--- src/rtl/ltsp_pkg.sv ---
// ----------------------------------------------------------------------------
// ltsp_pkg: shared types and constants of the LLDP TLV stream parser
// Field codes, TLV type codes, organization identifiers and the result word.
// ----------------------------------------------------------------------------
package ltsp_pkg;

    localparam int MAX_TLV_BYTES = 511;

    // header split
    localparam logic [15:0] TLV_TYPE_MASK = 16'hFE00;
    localparam logic [15:0] TLV_LEN_MASK  = 16'h01FF;

    // TLV types
    localparam logic [6:0] TYPE_END     = 7'd0;
    localparam logic [6:0] TYPE_CHASSIS = 7'd1;
    localparam logic [6:0] TYPE_PORT    = 7'd2;
    localparam logic [6:0] TYPE_TTL     = 7'd3;
    localparam logic [6:0] TYPE_ORG     = 7'd127;

    // organization identifiers
    localparam logic [23:0] OUI_PNIO    = {8'h00, 8'h0e, 8'hcf};
    localparam logic [23:0] OUI_IEEE    = {8'h00, 8'h12, 8'h0f};

    localparam logic [1:0] OUI_NONE  = 2'd0;
    localparam logic [1:0] OUI_KPNIO = 2'd1;
    localparam logic [1:0] OUI_KIEEE = 2'd2;
    localparam logic [1:0] OUI_OTHER = 2'd3;

    // organization subtypes
    localparam logic [7:0] PNIO_SUB_DELAY  = 8'd1;
    localparam logic [7:0] PNIO_SUB_STATUS = 8'd2;
    localparam logic [7:0] PNIO_SUB_MAC    = 8'd5;
    localparam logic [7:0] IEEE_SUB_MACPHY = 8'd1;

    // expected TLV lengths of the known organization subtypes
    localparam logic [8:0] LEN_PNIO_DELAY  = 9'd24;
    localparam logic [8:0] LEN_PNIO_STATUS = 9'd8;
    localparam logic [8:0] LEN_PNIO_MAC    = 9'd10;
    localparam logic [8:0] LEN_IEEE_MACPHY = 9'd9;

    // result field codes
    localparam logic [3:0] CODE_CHASSIS_SUB  = 4'd0;
    localparam logic [3:0] CODE_CHASSIS_BYTE = 4'd1;
    localparam logic [3:0] CODE_PORT_SUB     = 4'd2;
    localparam logic [3:0] CODE_PORT_BYTE    = 4'd3;
    localparam logic [3:0] CODE_TTL          = 4'd4;
    localparam logic [3:0] CODE_RX_LOCAL     = 4'd5;
    localparam logic [3:0] CODE_PORT_STATUS  = 4'd10;
    localparam logic [3:0] CODE_CHASSIS_MAC  = 4'd11;
    localparam logic [3:0] CODE_ANEG_STATUS  = 4'd12;
    localparam logic [3:0] CODE_ANEG_CAP     = 4'd13;
    localparam logic [3:0] CODE_MAU          = 4'd14;
    localparam logic [3:0] CODE_DONE         = 4'd15;

    localparam logic [8:0] LIMIT_RESET = 9'd241;

    // result queue
    localparam int QDEPTH = 4;
    localparam int QPTR_W = $clog2(QDEPTH);
    localparam int QCNT_W = $clog2(QDEPTH + 1);

    typedef struct packed {
        logic [3:0]  code;
        logic [47:0] value;
        logic [8:0]  position;
        logic        status;
        logic        eop;
    } ltsp_item_t;

endpackage

--- src/rtl/lldp_tlv_stream_parser.sv ---
// ----------------------------------------------------------------------------
// lldp_tlv_stream_parser: LLDP PDU byte stream to decoded TLV fields
// Walks TLV headers and emits ID bytes, TTL, delays, status and MAC/PHY fields.
// ----------------------------------------------------------------------------
// Usage:
//   s_ channel: one PDU byte per word, s_tlast on the final byte of the buffer.
//   m_ channel: one decoded field per word; m_tlast marks the done word that
//   closes a PDU, with the error flag in m_tdata.
//   APB port: register 0 (0x0) chassis ID length limit, register 1 (0x4) port
//   ID length limit, 9 bits each, both 241 after reset.
// Timing:
//   One byte accepted per cycle. The parser state updates at the accept edge
//   and the byte's results enter a 4-word result queue in the same edge, and m_
//   is driven from the head of that registered queue. A byte gives at
//   most two words (a field and a trailing error done); s_tready stays high
//   while the queue has room for two words, so a byte per cycle is sustained
//   as long as the sink takes a word per cycle.
// Reset: clears the parser to the first header byte and empties the queue.
// Stall: while m_tready is low the queue fills and then s_tready drops; no
//   word is lost or repeated.
// ----------------------------------------------------------------------------
module lldp_tlv_stream_parser
    import ltsp_pkg::*;
(
    input  logic        aclk,
    input  logic        aresetn,
    // input bytes
    input  logic        s_tvalid,
    output logic        s_tready,
    input  logic [7:0]  s_tdata,   // [7:0] data_byte
    input  logic        s_tlast,   // last_byte
    // decoded fields
    output logic        m_tvalid,
    input  logic        m_tready,
    output logic [63:0] m_tdata,   // [47:0] field_value, [56:48] position,
                                   // [57] parse_status, [63:58] zero
    output logic [3:0]  m_tuser,   // [3:0] field_code
    output logic        m_tlast,   // end_of_pdu
    // configuration
    input  logic        psel,
    input  logic        penable,
    input  logic        pwrite,
    input  logic [2:0]  paddr,
    input  logic [31:0] pwdata,
    output logic [31:0] prdata,
    output logic        pready
);

    localparam logic [2:0] PH_HDR0   = 3'd0;
    localparam logic [2:0] PH_HDR1   = 3'd1;
    localparam logic [2:0] PH_ID     = 3'd2;
    localparam logic [2:0] PH_TTL    = 3'd3;
    localparam logic [2:0] PH_ORG    = 3'd4;
    localparam logic [2:0] PH_FIELDS = 3'd5;
    localparam logic [2:0] PH_SKIP   = 3'd6;
    localparam logic [2:0] PH_DONE   = 3'd7;

    // configuration
    logic [8:0] chassis_limit_reg;
    logic [8:0] port_limit_reg;
    logic       cfg_write;

    // parser state
    logic [2:0]  phase_reg, phase_next;
    logic [7:0]  header_high_reg, header_high_next;
    logic [6:0]  tlv_type_reg, tlv_type_next;
    logic [8:0]  tlv_length_reg, tlv_length_next;
    logic [8:0]  byte_cnt_reg, byte_cnt_next;
    logic [47:0] value_reg, value_next;
    logic [1:0]  oui_kind_reg, oui_kind_next;
    logic [7:0]  org_sub_reg, org_sub_next;
    logic        finished_reg, finished_next;

    // result queue
    ltsp_item_t        queue_reg [QDEPTH];
    logic [QPTR_W-1:0] wr_ptr_reg;
    logic [QPTR_W-1:0] rd_ptr_reg;
    logic [QCNT_W-1:0] count_reg;

    // per-byte decode
    logic        accept;
    logic        pop;
    logic [7:0]  b;
    logic [15:0] hdr;
    logic [6:0]  hdr_type;
    logic [8:0]  hdr_len;
    logic [8:0]  id_limit;
    logic [8:0]  byte_inc;
    logic [8:0]  field_pos;
    logic [8:0]  need_len;
    logic [47:0] shifted;
    logic        fin_now;
    logic        fin_err;
    logic        item_a_valid;
    logic        item_b_valid;
    ltsp_item_t  item_a;
    ltsp_item_t  item_b;
    logic [1:0]  push_cnt;

    assign pready    = 1'b1;
    assign cfg_write = psel && penable && pwrite && pready;
    assign prdata    = paddr[2] ? {23'd0, port_limit_reg} : {23'd0, chassis_limit_reg};

    always_ff @(posedge aclk) begin
        if (!aresetn) begin
            chassis_limit_reg <= LIMIT_RESET;
            port_limit_reg    <= LIMIT_RESET;
        end else if (cfg_write) begin
            if (paddr[2]) begin
                port_limit_reg <= pwdata[8:0];
            end else begin
                chassis_limit_reg <= pwdata[8:0];
            end
        end
    end

    assign s_tready = (count_reg <= QCNT_W'(QDEPTH - 2));
    assign accept   = s_tvalid && s_tready;
    assign m_tvalid = (count_reg != '0);
    assign pop      = m_tvalid && m_tready;

    assign b        = s_tdata;
    assign hdr      = {header_high_reg, b};
    assign hdr_type = 7'((hdr & TLV_TYPE_MASK) >> 9);
    assign hdr_len  = 9'(hdr & TLV_LEN_MASK);
    assign id_limit = (hdr_type == TYPE_CHASSIS) ? chassis_limit_reg : port_limit_reg;
    assign byte_inc = byte_cnt_reg + 9'd1;
    assign field_pos = byte_cnt_reg - 9'd4;
    assign shifted  = {value_reg[39:0], b};

    always_comb begin
        phase_next       = phase_reg;
        header_high_next = header_high_reg;
        tlv_type_next    = tlv_type_reg;
        tlv_length_next  = tlv_length_reg;
        byte_cnt_next    = byte_cnt_reg;
        value_next       = value_reg;
        oui_kind_next    = oui_kind_reg;
        org_sub_next     = org_sub_reg;
        finished_next    = finished_reg;
        fin_now          = 1'b0;
        fin_err          = 1'b0;
        item_a_valid     = 1'b0;
        item_a           = '0;
        item_b           = '0;
        item_b_valid     = 1'b0;
        need_len         = '0;

        if (accept) begin
            unique case (phase_reg)
                PH_HDR0: begin
                    header_high_next = b;
                    phase_next       = PH_HDR1;
                end
                PH_HDR1: begin
                    tlv_type_next   = hdr_type;
                    tlv_length_next = hdr_len;
                    value_next      = '0;
                    oui_kind_next   = OUI_NONE;
                    org_sub_next    = '0;
                    if (hdr_type == TYPE_END) begin
                        fin_now = 1'b1;
                    end else if ({1'b0, hdr_len} > 10'(MAX_TLV_BYTES)) begin
                        fin_now = 1'b1;
                        fin_err = 1'b1;
                    end else if (hdr_type == TYPE_CHASSIS || hdr_type == TYPE_PORT) begin
                        byte_cnt_next = '0;
                        if (hdr_len != 9'd0 && (hdr_len - 9'd1) < id_limit) begin
                            phase_next = PH_ID;
                        end else begin
                            phase_next = (hdr_len == 9'd0) ? PH_HDR0 : PH_SKIP;
                        end
                    end else if (hdr_type == TYPE_TTL) begin
                        if (hdr_len == 9'd2) begin
                            byte_cnt_next = '0;
                            phase_next    = PH_TTL;
                        end else begin
                            fin_now = 1'b1;
                            fin_err = 1'b1;
                        end
                    end else if (hdr_type == TYPE_ORG) begin
                        if (hdr_len < 9'd4) begin
                            fin_now = 1'b1;
                            fin_err = 1'b1;
                        end else begin
                            byte_cnt_next = '0;
                            phase_next    = PH_ORG;
                        end
                    end else begin
                        byte_cnt_next = '0;
                        phase_next    = (hdr_len == 9'd0) ? PH_HDR0 : PH_SKIP;
                    end
                end
                PH_ID: begin
                    item_a_valid = 1'b1;
                    item_a.value = {40'd0, b};
                    if (byte_cnt_reg == 9'd0) begin
                        item_a.code     = (tlv_type_reg == TYPE_CHASSIS) ?
                                          CODE_CHASSIS_SUB : CODE_PORT_SUB;
                        item_a.position = tlv_length_reg - 9'd1;
                    end else begin
                        item_a.code     = (tlv_type_reg == TYPE_CHASSIS) ?
                                          CODE_CHASSIS_BYTE : CODE_PORT_BYTE;
                        item_a.position = byte_cnt_reg - 9'd1;
                    end
                    byte_cnt_next = byte_inc;
                    if (byte_inc >= tlv_length_reg) begin
                        phase_next = PH_HDR0;
                    end
                end
                PH_TTL: begin
                    byte_cnt_next = byte_inc;
                    if (byte_inc >= 9'd2) begin
                        item_a_valid = 1'b1;
                        item_a.code  = CODE_TTL;
                        item_a.value = {32'd0, value_reg[7:0], b};
                        value_next   = '0;
                        phase_next   = PH_HDR0;
                    end else begin
                        value_next = {32'd0, value_reg[7:0], b};
                    end
                end
                PH_ORG: begin
                    if (byte_cnt_reg < 9'd3) begin
                        value_next    = {24'd0, value_reg[15:0], b};
                        byte_cnt_next = byte_inc;
                    end else begin
                        org_sub_next = b;
                        value_next   = '0;
                        if (value_reg[23:0] == OUI_PNIO) begin
                            oui_kind_next = OUI_KPNIO;
                            unique case (b)
                                PNIO_SUB_DELAY:  need_len = LEN_PNIO_DELAY;
                                PNIO_SUB_STATUS: need_len = LEN_PNIO_STATUS;
                                PNIO_SUB_MAC:    need_len = LEN_PNIO_MAC;
                                default:         need_len = '0;
                            endcase
                        end else if (value_reg[23:0] == OUI_IEEE) begin
                            oui_kind_next = OUI_KIEEE;
                            need_len = (b == IEEE_SUB_MACPHY) ? LEN_IEEE_MACPHY : 9'd0;
                        end else begin
                            oui_kind_next = OUI_OTHER;
                        end
                        if (need_len == 9'd0) begin
                            byte_cnt_next = 9'd4;
                            phase_next = (tlv_length_reg <= 9'd4) ? PH_HDR0 : PH_SKIP;
                        end else if (tlv_length_reg != need_len) begin
                            fin_now = 1'b1;
                            fin_err = 1'b1;
                        end else begin
                            byte_cnt_next = 9'd4;
                            phase_next    = PH_FIELDS;
                        end
                    end
                end
                PH_FIELDS: begin
                    if (oui_kind_reg == OUI_KPNIO && org_sub_reg == PNIO_SUB_DELAY) begin
                        item_a_valid = (field_pos[1:0] == 2'd3);
                        item_a.code  = CODE_RX_LOCAL + {1'b0, field_pos[4:2]};
                    end else if (oui_kind_reg == OUI_KPNIO &&
                                 org_sub_reg == PNIO_SUB_STATUS) begin
                        item_a_valid = (field_pos == 9'd3);
                        item_a.code  = CODE_PORT_STATUS;
                    end else if (oui_kind_reg == OUI_KPNIO && org_sub_reg == PNIO_SUB_MAC) begin
                        item_a_valid = (field_pos == 9'd5);
                        item_a.code  = CODE_CHASSIS_MAC;
                    end else begin
                        item_a_valid = (field_pos == 9'd0) || (field_pos == 9'd2) ||
                                       (field_pos == 9'd4);
                        if (field_pos == 9'd0) begin
                            item_a.code = CODE_ANEG_STATUS;
                        end else if (field_pos == 9'd2) begin
                            item_a.code = CODE_ANEG_CAP;
                        end else begin
                            item_a.code = CODE_MAU;
                        end
                    end
                    item_a.value = shifted;
                    value_next   = item_a_valid ? 48'd0 : shifted;
                    byte_cnt_next = byte_inc;
                    if (byte_inc >= tlv_length_reg) begin
                        phase_next = PH_HDR0;
                    end
                end
                PH_SKIP: begin
                    byte_cnt_next = byte_inc;
                    if (byte_inc >= tlv_length_reg) begin
                        phase_next = PH_HDR0;
                    end
                end
                PH_DONE: begin
                end
                default: begin
                end
            endcase

            if (fin_now) begin
                phase_next    = PH_DONE;
                finished_next = 1'b1;
                item_a_valid  = 1'b1;
                item_a        = '{code: CODE_DONE, value: '0, position: '0,
                                  status: fin_err, eop: 1'b1};
            end

            // truncated buffer: close the PDU with an error, then start over
            item_b_valid = s_tlast && !finished_reg && !fin_now;
            item_b       = '{code: CODE_DONE, value: '0, position: '0,
                             status: 1'b1, eop: 1'b1};
            if (s_tlast) begin
                phase_next       = PH_HDR0;
                header_high_next = '0;
                tlv_type_next    = '0;
                tlv_length_next  = '0;
                byte_cnt_next    = '0;
                value_next       = '0;
                oui_kind_next    = OUI_NONE;
                org_sub_next     = '0;
                finished_next    = 1'b0;
            end
        end
    end

    always_ff @(posedge aclk) begin
        if (!aresetn) begin
            phase_reg       <= PH_HDR0;
            header_high_reg <= '0;
            tlv_type_reg    <= '0;
            tlv_length_reg  <= '0;
            byte_cnt_reg    <= '0;
            value_reg       <= '0;
            oui_kind_reg    <= OUI_NONE;
            org_sub_reg     <= '0;
            finished_reg    <= 1'b0;
        end else begin
            phase_reg       <= phase_next;
            header_high_reg <= header_high_next;
            tlv_type_reg    <= tlv_type_next;
            tlv_length_reg  <= tlv_length_next;
            byte_cnt_reg    <= byte_cnt_next;
            value_reg       <= value_next;
            oui_kind_reg    <= oui_kind_next;
            org_sub_reg     <= org_sub_next;
            finished_reg    <= finished_next;
        end
    end

    // result queue: up to two words in, one word out per cycle
    assign push_cnt = {1'b0, item_a_valid} + {1'b0, item_b_valid};

    always_ff @(posedge aclk) begin
        if (item_a_valid) begin
            queue_reg[wr_ptr_reg] <= item_a;
        end
        if (item_b_valid) begin
            queue_reg[wr_ptr_reg + QPTR_W'(item_a_valid)] <= item_b;
        end
    end

    always_ff @(posedge aclk) begin
        if (!aresetn) begin
            wr_ptr_reg <= '0;
            rd_ptr_reg <= '0;
            count_reg  <= '0;
        end else begin
            wr_ptr_reg <= wr_ptr_reg + QPTR_W'(push_cnt);
            if (pop) begin
                rd_ptr_reg <= rd_ptr_reg + QPTR_W'(1);
            end
            count_reg <= count_reg + QCNT_W'(push_cnt) - QCNT_W'(pop);
        end
    end

    assign m_tdata = {6'd0, queue_reg[rd_ptr_reg].status, queue_reg[rd_ptr_reg].position,
                      queue_reg[rd_ptr_reg].value};
    assign m_tuser = queue_reg[rd_ptr_reg].code;
    assign m_tlast = queue_reg[rd_ptr_reg].eop;

    // queue never overflows
    assert property (@(posedge aclk) disable iff (!aresetn)
        count_reg <= QCNT_W'(QDEPTH))
        else $error("result queue overflow");

    // words pushed always fit in the free room
    assert property (@(posedge aclk) disable iff (!aresetn)
        (push_cnt != 2'd0) |-> ({1'b0, count_reg} + {2'd0, push_cnt} <= (QCNT_W+1)'(QDEPTH)))
        else $error("push without room");

    // final buffer byte always restarts the parser
    assert property (@(posedge aclk) disable iff (!aresetn)
        (accept && s_tlast) |=> (phase_reg == PH_HDR0 && !finished_reg))
        else $error("parser not restarted after last byte");

    // end of PDU only on done words
    assert property (@(posedge aclk) disable iff (!aresetn)
        (m_tvalid && m_tlast) |-> (m_tuser == CODE_DONE))
        else $error("end of PDU on a non-done word");

    // done state is entered only together with a done word
    assert property (@(posedge aclk) disable iff (!aresetn)
        (phase_next == PH_DONE && phase_reg != PH_DONE) |-> (item_a_valid && item_a.eop))
        else $error("done state without done word");

endmodule

--- config.mk ---
export PLATFORM = sky130hd
export DESIGN_NAME = lldp_tlv_stream_parser
export DESIGN_NICKNAME = d
export VERILOG_FILES = /design/src/rtl/ltsp_pkg.sv /design/src/rtl/lldp_tlv_stream_parser.sv
export SDC_FILE = /design/constraint.sdc
export NUM_CORES = 1
export LEC_CHECK = 0
export ABC_AREA = 1
export BUFFER_PORTS_ARGS = -buffer_cell sky130_fd_sc_hd__buf_2
export CAP_MARGIN = 20
export CORE_MARGIN = 2
export CORE_UTILIZATION = 66
export DETAILED_ROUTE_END_ITERATION = 12
export PLACE_DENSITY = 0.88
export SYNTH_ARGS = -nofsm -noshare
export SYNTH_HDL_FRONTEND = slang
export SYNTH_SLANG_ARGS = --single-unit
--- constraint.sdc ---
create_clock -name aclk -period 12 [get_ports aclk]
set_clock_uncertainty 0.05 [all_clocks]
set_input_delay 1.2 -clock aclk [delete_from_list [all_inputs] [get_ports aclk]]
set_output_delay 1.2 -clock aclk [all_outputs]
set_load 0.05 [all_outputs]
==> reports/results.ini, run 1 <==
[run_status]
status=completed

[power_and_ir_drop]
power_density_mw_per_mm2=233
p_leak_nw=10.2
peakVddDrop_uv=174

[synthesis]
synth-edff-count=24
yosysSeqAreaShare=0.382
synth_warnings=0
synthFlopType=dfxtp_1
avgSynthCellArea_um2=6.74
synthTopCellsByArea=dfxtp_1 35%, nand2_1 11%, nor2_1 10%
synth_largest_area_cell=dfxtp_1
yosysUniqueCellTypes=50
netlist_instances=2941
syn_area_mm2=0.0198
synth.top_cell.area_share=0.346
ys_ff_latch=366
async_flop_share=0

[clock_tree]
cts_resized=0
post_cts_buffers=0
clockBufferDepth=3
clock-sinks=366
cts_tree=yes
hold_buffers=0
clkTransAtPathRegs_ns=0.06
htree_levels=2
cts_buffers=39
root_buffer=clkbuf_16
clkLatencyLatePin_ns=0.54

[floorplanning]
core_area_mm2=0.0296
ios=155
die_w_um=177
dieHeight_um=177
dieArea_mm2=0.0314
initial_core_util=0.670
num_rows=63

[cells_and_area]
largest_register_ffs=252
area_delta_synth_final_pct=7.06
drive_above_1_share=0.0939
final_nets=2990
num_antenna_cells=0
final_cells=3320

[detailed_routing]
drc=0
dr_total_vias=19700
wl_per_cell_um=16.5
ant_nets=0
drtIter0Drc=2397
vias_per_cell=5.95
firstDrtPassIters=6
drt_wl_total_mm=54.9

[global_routing]
grt_overflow=0
grt_max_degree=167
antenna_found_initial=1
grt_pass1_vias=18100
grt_use_total=0.340
grt_pass1_wl_mm=87.9

[worst_setup_path]
worstPathRequired_ns=12.37
cp-start-kind=input pin
worstPathMaxFanout=166
end_kind=flip-flop
crit_slowest_cell=inv_1
criticalPathCategory=in2reg
reg2reg_to=count_reg[2]
r2r-start=phase_reg[0]
crit_start=s_tvalid
cpLargestDelayFamily=buffers and inverters
path_cells=buf_2, nand2_1, buf_4, inv_1, o21ai_0, inv_1, nand2_1, inv_2, nand2_2, nand2_8, buf_4, buf_12, ha_1, inv_1, ha_1, inv_1, ha_1, inv_1, fa_1, xor2_1, inv_1, nor2_1
cp.depth=22
cpPeakStageDelay_ns=0.68
cpMostUsedCell=inv_1
rrSetupSlack_ns=6.42
critPathBufInv=11
critPathArrivalTime_ns=6.01
crit_path_end=count_reg[2]
worstRegToRegCells=24

[placement]
finalWeightedCongestion=0.929
hpwlAfterDp_mm=33.2
io_buffers=99
dp_cells=3245

[sta]
drv_slew=0
fin_crit_ns=5.63
finalSetupViolCount=0
period_share=0.470
fmax_mhz=177
slew_headroom=0.289
hold_violations=0
tightest_slew_ns=1.06
tns_ns=0
rsz0062_at_grt=false

[job]
maxCapViolations=0

[hold_path]
holdCritPathClass=reg2reg

power breakdown:
group	internal, mW	total [mW]	switching (mW)	leakage (nW)
combinational	0.521	2.02	1.50	6.50
sequential	1.50	1.66	0.165	3.01
clock	0.749	1.25	0.501	0.646
total	2.77	4.93	2.17	10.2
per-stage QoR:
stage | hold WS (ns) | utilization | cell area (µm²) | power (mW) | setup WS, ns
floorplan | 0.379 | - | 19900 | 3.21 | 7.52
global placement | 0.392 | 0.670 | 19800 | 3.59 | 5.52
detailed placement | 0.402 | 0.670 | 19800 | 3.65 | 5.46
CTS | 0.414 | 0.715 | 21100 | 4.90 | 6.00
global route | 0.437 | 0.718 | 21200 | 5.18 | 5.92
finish | 0.417 | 0.718 | 21200 | 4.93 | 6.37
placed cells by master, fill, tap and decap left out, types with 39 or more instances in the layout:
cell	instances
o21ai_0	209
nand3_1	245
clkbuf_16	39
nand2_1	589
buf_2	99
a21oi_1	330
o22ai_1	51
dfxtp_1	341
nor2_1	525
inv_1	170
synth_stat cells (all sizes together), types with 2 or more instances:
library cell and instances:
clkinv 4, nand3 281, ha 37, conb 2, nand2 601, or2 8
inv 184, a211oi 12, nand4 16, o31ai 2, o21ai 220, nor4 3
nand3b 5, nor2 540, clkbuf 102, edfxtp 24, buf 130, xor2 18
dfxtp 342, nor3 18, o22ai 51, a21oi 331, xnor2 2
layout make-up:
class	count	area, µm²
fill	2404	8350
timing repair buffer	123	719
multi-input combinational	2183	10400
clock buffer	57	1100
sequential	366	7570
clock inverter	13	209
tap	390	488
inverter	188	708
tightest hold or removal path: stages (launching register included):
cell and delay (ns):
dfxtp_1 0.31, nand2_1 0.06, a21oi_1 0.05
how the worst min path moves through the flow:
stage,from,to,slack (ns),cells past startpoint
global placement,oui_kind_reg[0],oui_kind_reg[0],0.39,2
detailed placement,oui_kind_reg[0],oui_kind_reg[0],0.40,2
global route,tlv_type_reg[2],tlv_type_reg[2],0.44,2
finish,tlv_type_reg[6],tlv_type_reg[6],0.42,2
CTS,oui_kind_reg[0],oui_kind_reg[0],0.41,2
floorplan,oui_kind_reg[0],oui_kind_reg[0],0.38,2
kinds of logic (layout without fill, tap and decap cells):
group / Yosys count / in the layout / synth area share
adders and majority gates: 38 / 38 / 0.0244
DFF: 366 / 366 / 0.382
AOI/OAI and AO/OA: 622 / 622 / 0.163
and+or+nand+nor: 1473 / 1473 / 0.320
buffers and inverters: 420 / 381 / 0.101
other: 2 / 30 / 0.000379
xor gates and xnor gates: 20 / 20 / 0.00922
layer usage:
| layer | GRT usage | vias to the layer above | part of all wire | routed length [µm] |
|---|---|---|---|---|
| met1 | 0.435 | 9117 | 0.40 | 22000 |
| met2 | 0.580 | 991 | 0.48 | 26400 |
| li1 | - | 9487 | - | - |
| met3 | 0.0432 | 151 | 0.085 | 4670 |
| met4 | 0.138 | 0 | 0.035 | 1900 |
| met5 | 0 | - | 0 | 0 |
Note: power is estimated with default switching activity, not from simulation.
==> run 2: changes to the inputs <==
ABC_AREA = 0   (was 1)
CORE_UTILIZATION = 60   (was 66)
PLACE_DENSITY = 0.81   (was 0.88)
clock period = 5.5 ns   (was 12 ns; I/O delays follow)
==> reports/results.ini, run 2 <==
[worst_setup_path]
crit_start=value_reg[9]
worstPathRequired_ns=5.85
criticalPathCategory=reg2reg
path_cells=nor4b_1, nand4bb_1, a2111oi_0, nor2b_1, o311a_1, o41ai_4, inv_2, ha_1, nor4_1, nand3_2, buf_4, o211ai_1, o21ai_0
r2r-start=value_reg[9]
cpLargestDelayFamily=simple AND/OR/NAND/NOR gates
critPathArrivalTime_ns=5.23
end_kind=flip-flop
cpPeakStageDelay_ns=0.70
worstPathMaxFanout=28
crit_slowest_cell=a2111oi_0
cp-start-kind=flip-flop
critPathBufInv=2

[floorplanning]
num_rows=64
core_area_mm2=0.0306
ios=155
dieHeight_um=180
die_w_um=180
initial_core_util=0.608
dieArea_mm2=0.0324

[clock_tree]
cts_buffers=39
htree_levels=2
cts_resized=0
cts_tree=yes
clkLatencyLatePin_ns=0.54
clkTransAtPathRegs_ns=0.06
root_buffer=clkbuf_16
clockBufferDepth=3
hold_buffers=0
post_cts_buffers=0
clock-sinks=366

[placement]
place_area_mm2=0.0190
finalWeightedCongestion=0.970
dp_cells=2400
hpwlAfterDp_mm=31.9
dp_slack_ns=0.505
io_buffers=99

[synthesis]
synthTopCellsByArea=dfxtp_1 37%, mux4_2 7.6%, nand3_1 6.9%
netlist_instances=2071
synth_common_cells=342 x dfxtp_1, 258 x nand3_1, 232 x o21ai_0
synth_warnings=0
async_flop_share=0
yosysUniqueCellTypes=74
synth.most_common_cell=dfxtp_1
synth.top_cell.area_share=0.368
yosysSeqAreaShare=0.407
ys_ff_latch=366
avgSynthCellArea_um2=8.98
synth_largest_area_cell=dfxtp_1
syn_area_mm2=0.0186
synth-edff-count=24
synthFlopType=dfxtp_1

[detailed_routing]
drc=0
drt_wl_total_mm=52.9
vias_per_cell=6.72
firstDrtPassIters=6
drtIter0Drc=1925
wl_per_cell_um=21.4
dr_total_vias=16600
ant_nets=0

[hold_path]
holdCritPathClass=in2reg
hold_start=pwdata[7]

[cells_and_area]
area_delta_synth_final_pct=9.22
design_area_mm2=0.0203
final_nets=2136
drive_above_1_share=0.149
final_core_util=0.664
nFillCells=2453
largest_register_ffs=252
final_cell_mix=340 x dfxtp_1, 254 x nand3_1, 232 x o21ai_0
final_common_cell=dfxtp_1
num_antenna_cells=0
final_cells=2472

[sta]
hold_violations=0
tightest_slew_ns=1.11
holdWs_ns=0.187
fin_crit_ns=4.88
fmax_mhz=205
layout_setup_ws_ns=0.622
period_share=0.887
drv_slew=0
slew_headroom=0.261
rsz0062_at_grt=false
tns_ns=0
finalSetupViolCount=0

[global_routing]
grt_max_degree=229
grt_pass1_wl_mm=83.9
antenna_found_initial=1
grt_use_total=0.315
grt_pass1_vias=16000
grt_overflow=0

[job]
maxCapViolations=0

[power_and_ir_drop]
total_power_mw=6.89
p_leak_nw=6.98
peakVddDrop_uv=283
power_density_mw_per_mm2=339

[run_status]
status=completed

## run 2: cell count changes in the layout (fill, tap and decap cells not counted), sizes merged, moves of 63 or more
cell | before | now
nor2 | 540 | 52
a21oi | 331 | 103
mux4 | 0 | 63
o211ai | 0 | 156
inv | 184 | 41
nand2 | 601 | 112
## run 2: path summary, 6_finish.rpt
check / to / slack [ns] / cells past startpoint
max: queue_reg[0][52] / 0.62 / 13
min: chassis_limit_reg[7] / 0.19 / 3
max reg2reg: queue_reg[0][52] / 0.62 / 13
min reg2reg: org_sub_reg[7] / 0.42 / 2
## run 2: power breakdown
part	internal (mW)	leakage, nW	switching [mW]
Clock	1.62	0.656	1.10
Combinational	0.357	3.37	0.959
Sequential	2.74	2.96	0.123
## run 2: worst register-to-register path, cell delays in order (launching register included)
cell and delay, ns:
dfxtp_1 0.49, nor4b_1 0.61, nand4bb_1 0.24, a2111oi_0 0.70, nor2b_1 0.36, o311a_1 0.32
o41ai_4 0.13, inv_2 0.17, ha_1 0.28, nor4_1 0.43, nand3_2 0.34, buf_4 0.36
o211ai_1 0.16, o21ai_0 0.13
## run 2: cell type report
type | count | area (µm²) | area share
Tap cell | 396 | 495 | 0.0244
Clock buffer | 59 | 1170 | 0.0577
Timing Repair Buffer | 146 | 915 | 0.0450
Sequential cell | 366 | 7570 | 0.373
Multi-Input combinational cell | 1454 | 9860 | 0.485
Clock inverter | 11 | 151 | 0.00745
Inverter | 40 | 150 | 0.00739
## run 2: cells by family after synthesis
group / synth area share
flops: 0.407
compound gates: 0.230
buf+inv: 0.0712
other cells: 0.000404
simple gates: 0.161
mux: 0.0878
fa+ha+maj: 0.0260
xor+xnor: 0.0165
## run 2: per-layer routing
layer	wire (µm)	track usage	up-vias
met1	20600	0.401	7911
met3	4700	0.0483	168
met4	2080	0.139	2
met5	13	0	-
li1	-	-	7581
met2	25500	0.531	959
==> run 3: changes to the inputs <==
CORE_UTILIZATION = 62   (was 60)
CTS_BUF_LIST = sky130_fd_sc_hd__clkbuf_8   (was default)
PLACE_DENSITY = 0.83   (was 0.81)
==> reports/results.ini, run 3 (synthesis gave the netlist of run 2 again) <==
[worst_setup_path]
end_kind=flip-flop
cpPeakStageDelay_ns=0.68
critPathArrivalTime_ns=5.31
cpLargestDelayFamily=simple AND/OR/NAND/NOR gates
criticalPathCategory=reg2reg
path_cells=or4b_1, nand4bb_1, a2111oi_0, nor2b_1, o311a_1, o41ai_4, inv_2, ha_1, nor4_1, nand3_2, buf_4, o211ai_1, o21ai_0
critPathBufInv=2
worstPathMaxFanout=68
worstPathRequired_ns=5.91
crit_slowest_cell=a2111oi_0
cp-start-kind=flip-flop
rrSetupSlack_ns=0.60

[floorplanning]
core_area_mm2=0.0296
die_w_um=177
ios=155
initial_core_util=0.629
dieArea_mm2=0.0314
num_rows=63
dieHeight_um=177

[cells_and_area]
drive_above_1_share=0.160
largest_register_ffs=252
final_nets=2148
final_cell_mix=340 x dfxtp_1, 254 x nand3_1, 232 x o21ai_0
design_area_mm2=0.0202
final_common_cell=dfxtp_1
area_delta_synth_final_pct=8.83
nFillCells=2291
final_cells=2499

[global_routing]
grt_max_degree=229
grt_pass1_wl_mm=83.5
grt_overflow=0
grt_use_total=0.329
antenna_found_initial=0
grt_pass1_vias=16100

[hold_path]
holdCritPathClass=in2reg

[sta]
hold_violations=0
slew_headroom=0.244
drv_slew=0
tns_ns=0
rsz0062_at_grt=false
finalSetupViolCount=0
fmax_mhz=204
tightest_slew_ns=1.13
period_share=0.891
fin_crit_ns=4.90

[power_and_ir_drop]
total_power_mw=6.73
switching_share=0.324
clockPowerShare=0.384
p_seq_frac=0.427
netSwitchingPower_mw=2.18
peakVddDrop_uv=228
intPower_mw=4.55
p_leak_nw=7.03
power_frac_comb=0.190
power_density_mw_per_mm2=333

[detailed_routing]
drt_wl_total_mm=52.9
dr_total_vias=16800
drc=0
wl_per_cell_um=21.2
vias_per_cell=6.71
wl_met1_mm=20.6
wl_met2_mm=25.6
ant_nets=0
drtIter0Drc=1982
top_layer=met4
firstDrtPassIters=6
dr_wl_met3_mm=4.73

[placement]
finalWeightedCongestion=0.958
hpwlAfterDp_mm=31.8
place_area_mm2=0.0189
io_buffers=99
dp_cells=2387

[clock_tree]
htree_levels=2
cts_tree=yes
clkLatencyLatePin_ns=0.62
root_buffer=clkbuf_8
clockBufferDepth=3
cts_buffers=58
clkTransAtPathRegs_ns=0.06
clock-sinks=366
post_cts_buffers=0
cts_resized=0
hold_buffers=0

[run_status]
status=completed

[job]
maxCapViolations=0

==> run 3: cell types whose count changed in the layout (fill, tap and decap cells not counted), sizes merged <==
cell / previous run / this run
clkinvlp: 1 / 0
diode: 0 / 1
clkinv: 6 / 13
buf: 146 / 139
inv: 41 / 51
clkbuf: 59 / 82
==> run 3: final timing paths <==
kind / from / end / cells after the start
worst min-delay path: pwdata[7] / port_limit_reg[7] / 3
worst max register to register: value_reg[8] / queue_reg[2][38] / 13
worst max-delay path: value_reg[8] / queue_reg[2][38] / 13
worst min register to register: org_sub_reg[6] / org_sub_reg[6] / 2
==> run 3: metrics by stage <==
stage	util	setup slack (ns)	hold slack [ns]
floorplan	-	0.664	0.386
detailed placement	0.639	0.420	0.412
global route	0.685	0.154	0.121
CTS	0.684	0.643	0.0876
finish	0.685	0.600	0.115
global placement	0.639	0.491	0.397
==> run 3: worst register-to-register path: stages (launching register included) <==
cell and delay (ns):
dfxtp_1 0.41, or4b_1 0.55, nand4bb_1 0.26, a2111oi_0 0.68
nor2b_1 0.37, o311a_1 0.33, o41ai_4 0.13, inv_2 0.21
ha_1 0.29, nor4_1 0.43, nand3_2 0.23, buf_4 0.42
o211ai_1 0.24, o21ai_0 0.15
==> run 3: cell type report <==
| class | instances | area [µm²] | area share |
|---|---|---|---|
| Inverter | 40 | 150 | 0.00742 |
| Clock inverter | 27 | 206 | 0.0102 |
| Antenna cell | 1 | 2.50 | 0.000124 |
| Sequential cell | 366 | 7570 | 0.374 |
| Clock buffer | 82 | 1130 | 0.0558 |
| Timing Repair Buffer | 139 | 833 | 0.0412 |
| Tap cell | 390 | 488 | 0.0241 |
| Multi-Input combinational cell | 1454 | 9860 | 0.487 |
==> run 3: routing by layer <==
layer  vias to the layer above  GRT usage
li1                       7616          -
met1                      8000      0.421
met2                       980      0.543
met3                       181     0.0552
met4                         0      0.156
met5                         -          0
==> run 3: power by group through the flow <==
stage	combinational, mW	clock, mW	sequential (mW)
global route	1.34	2.71	2.88
finish	1.28	2.58	2.87
global placement	1.23	0	2.93
CTS	1.25	2.60	2.87
detailed placement	1.25	0	2.93
floorplan	1.04	0	2.82
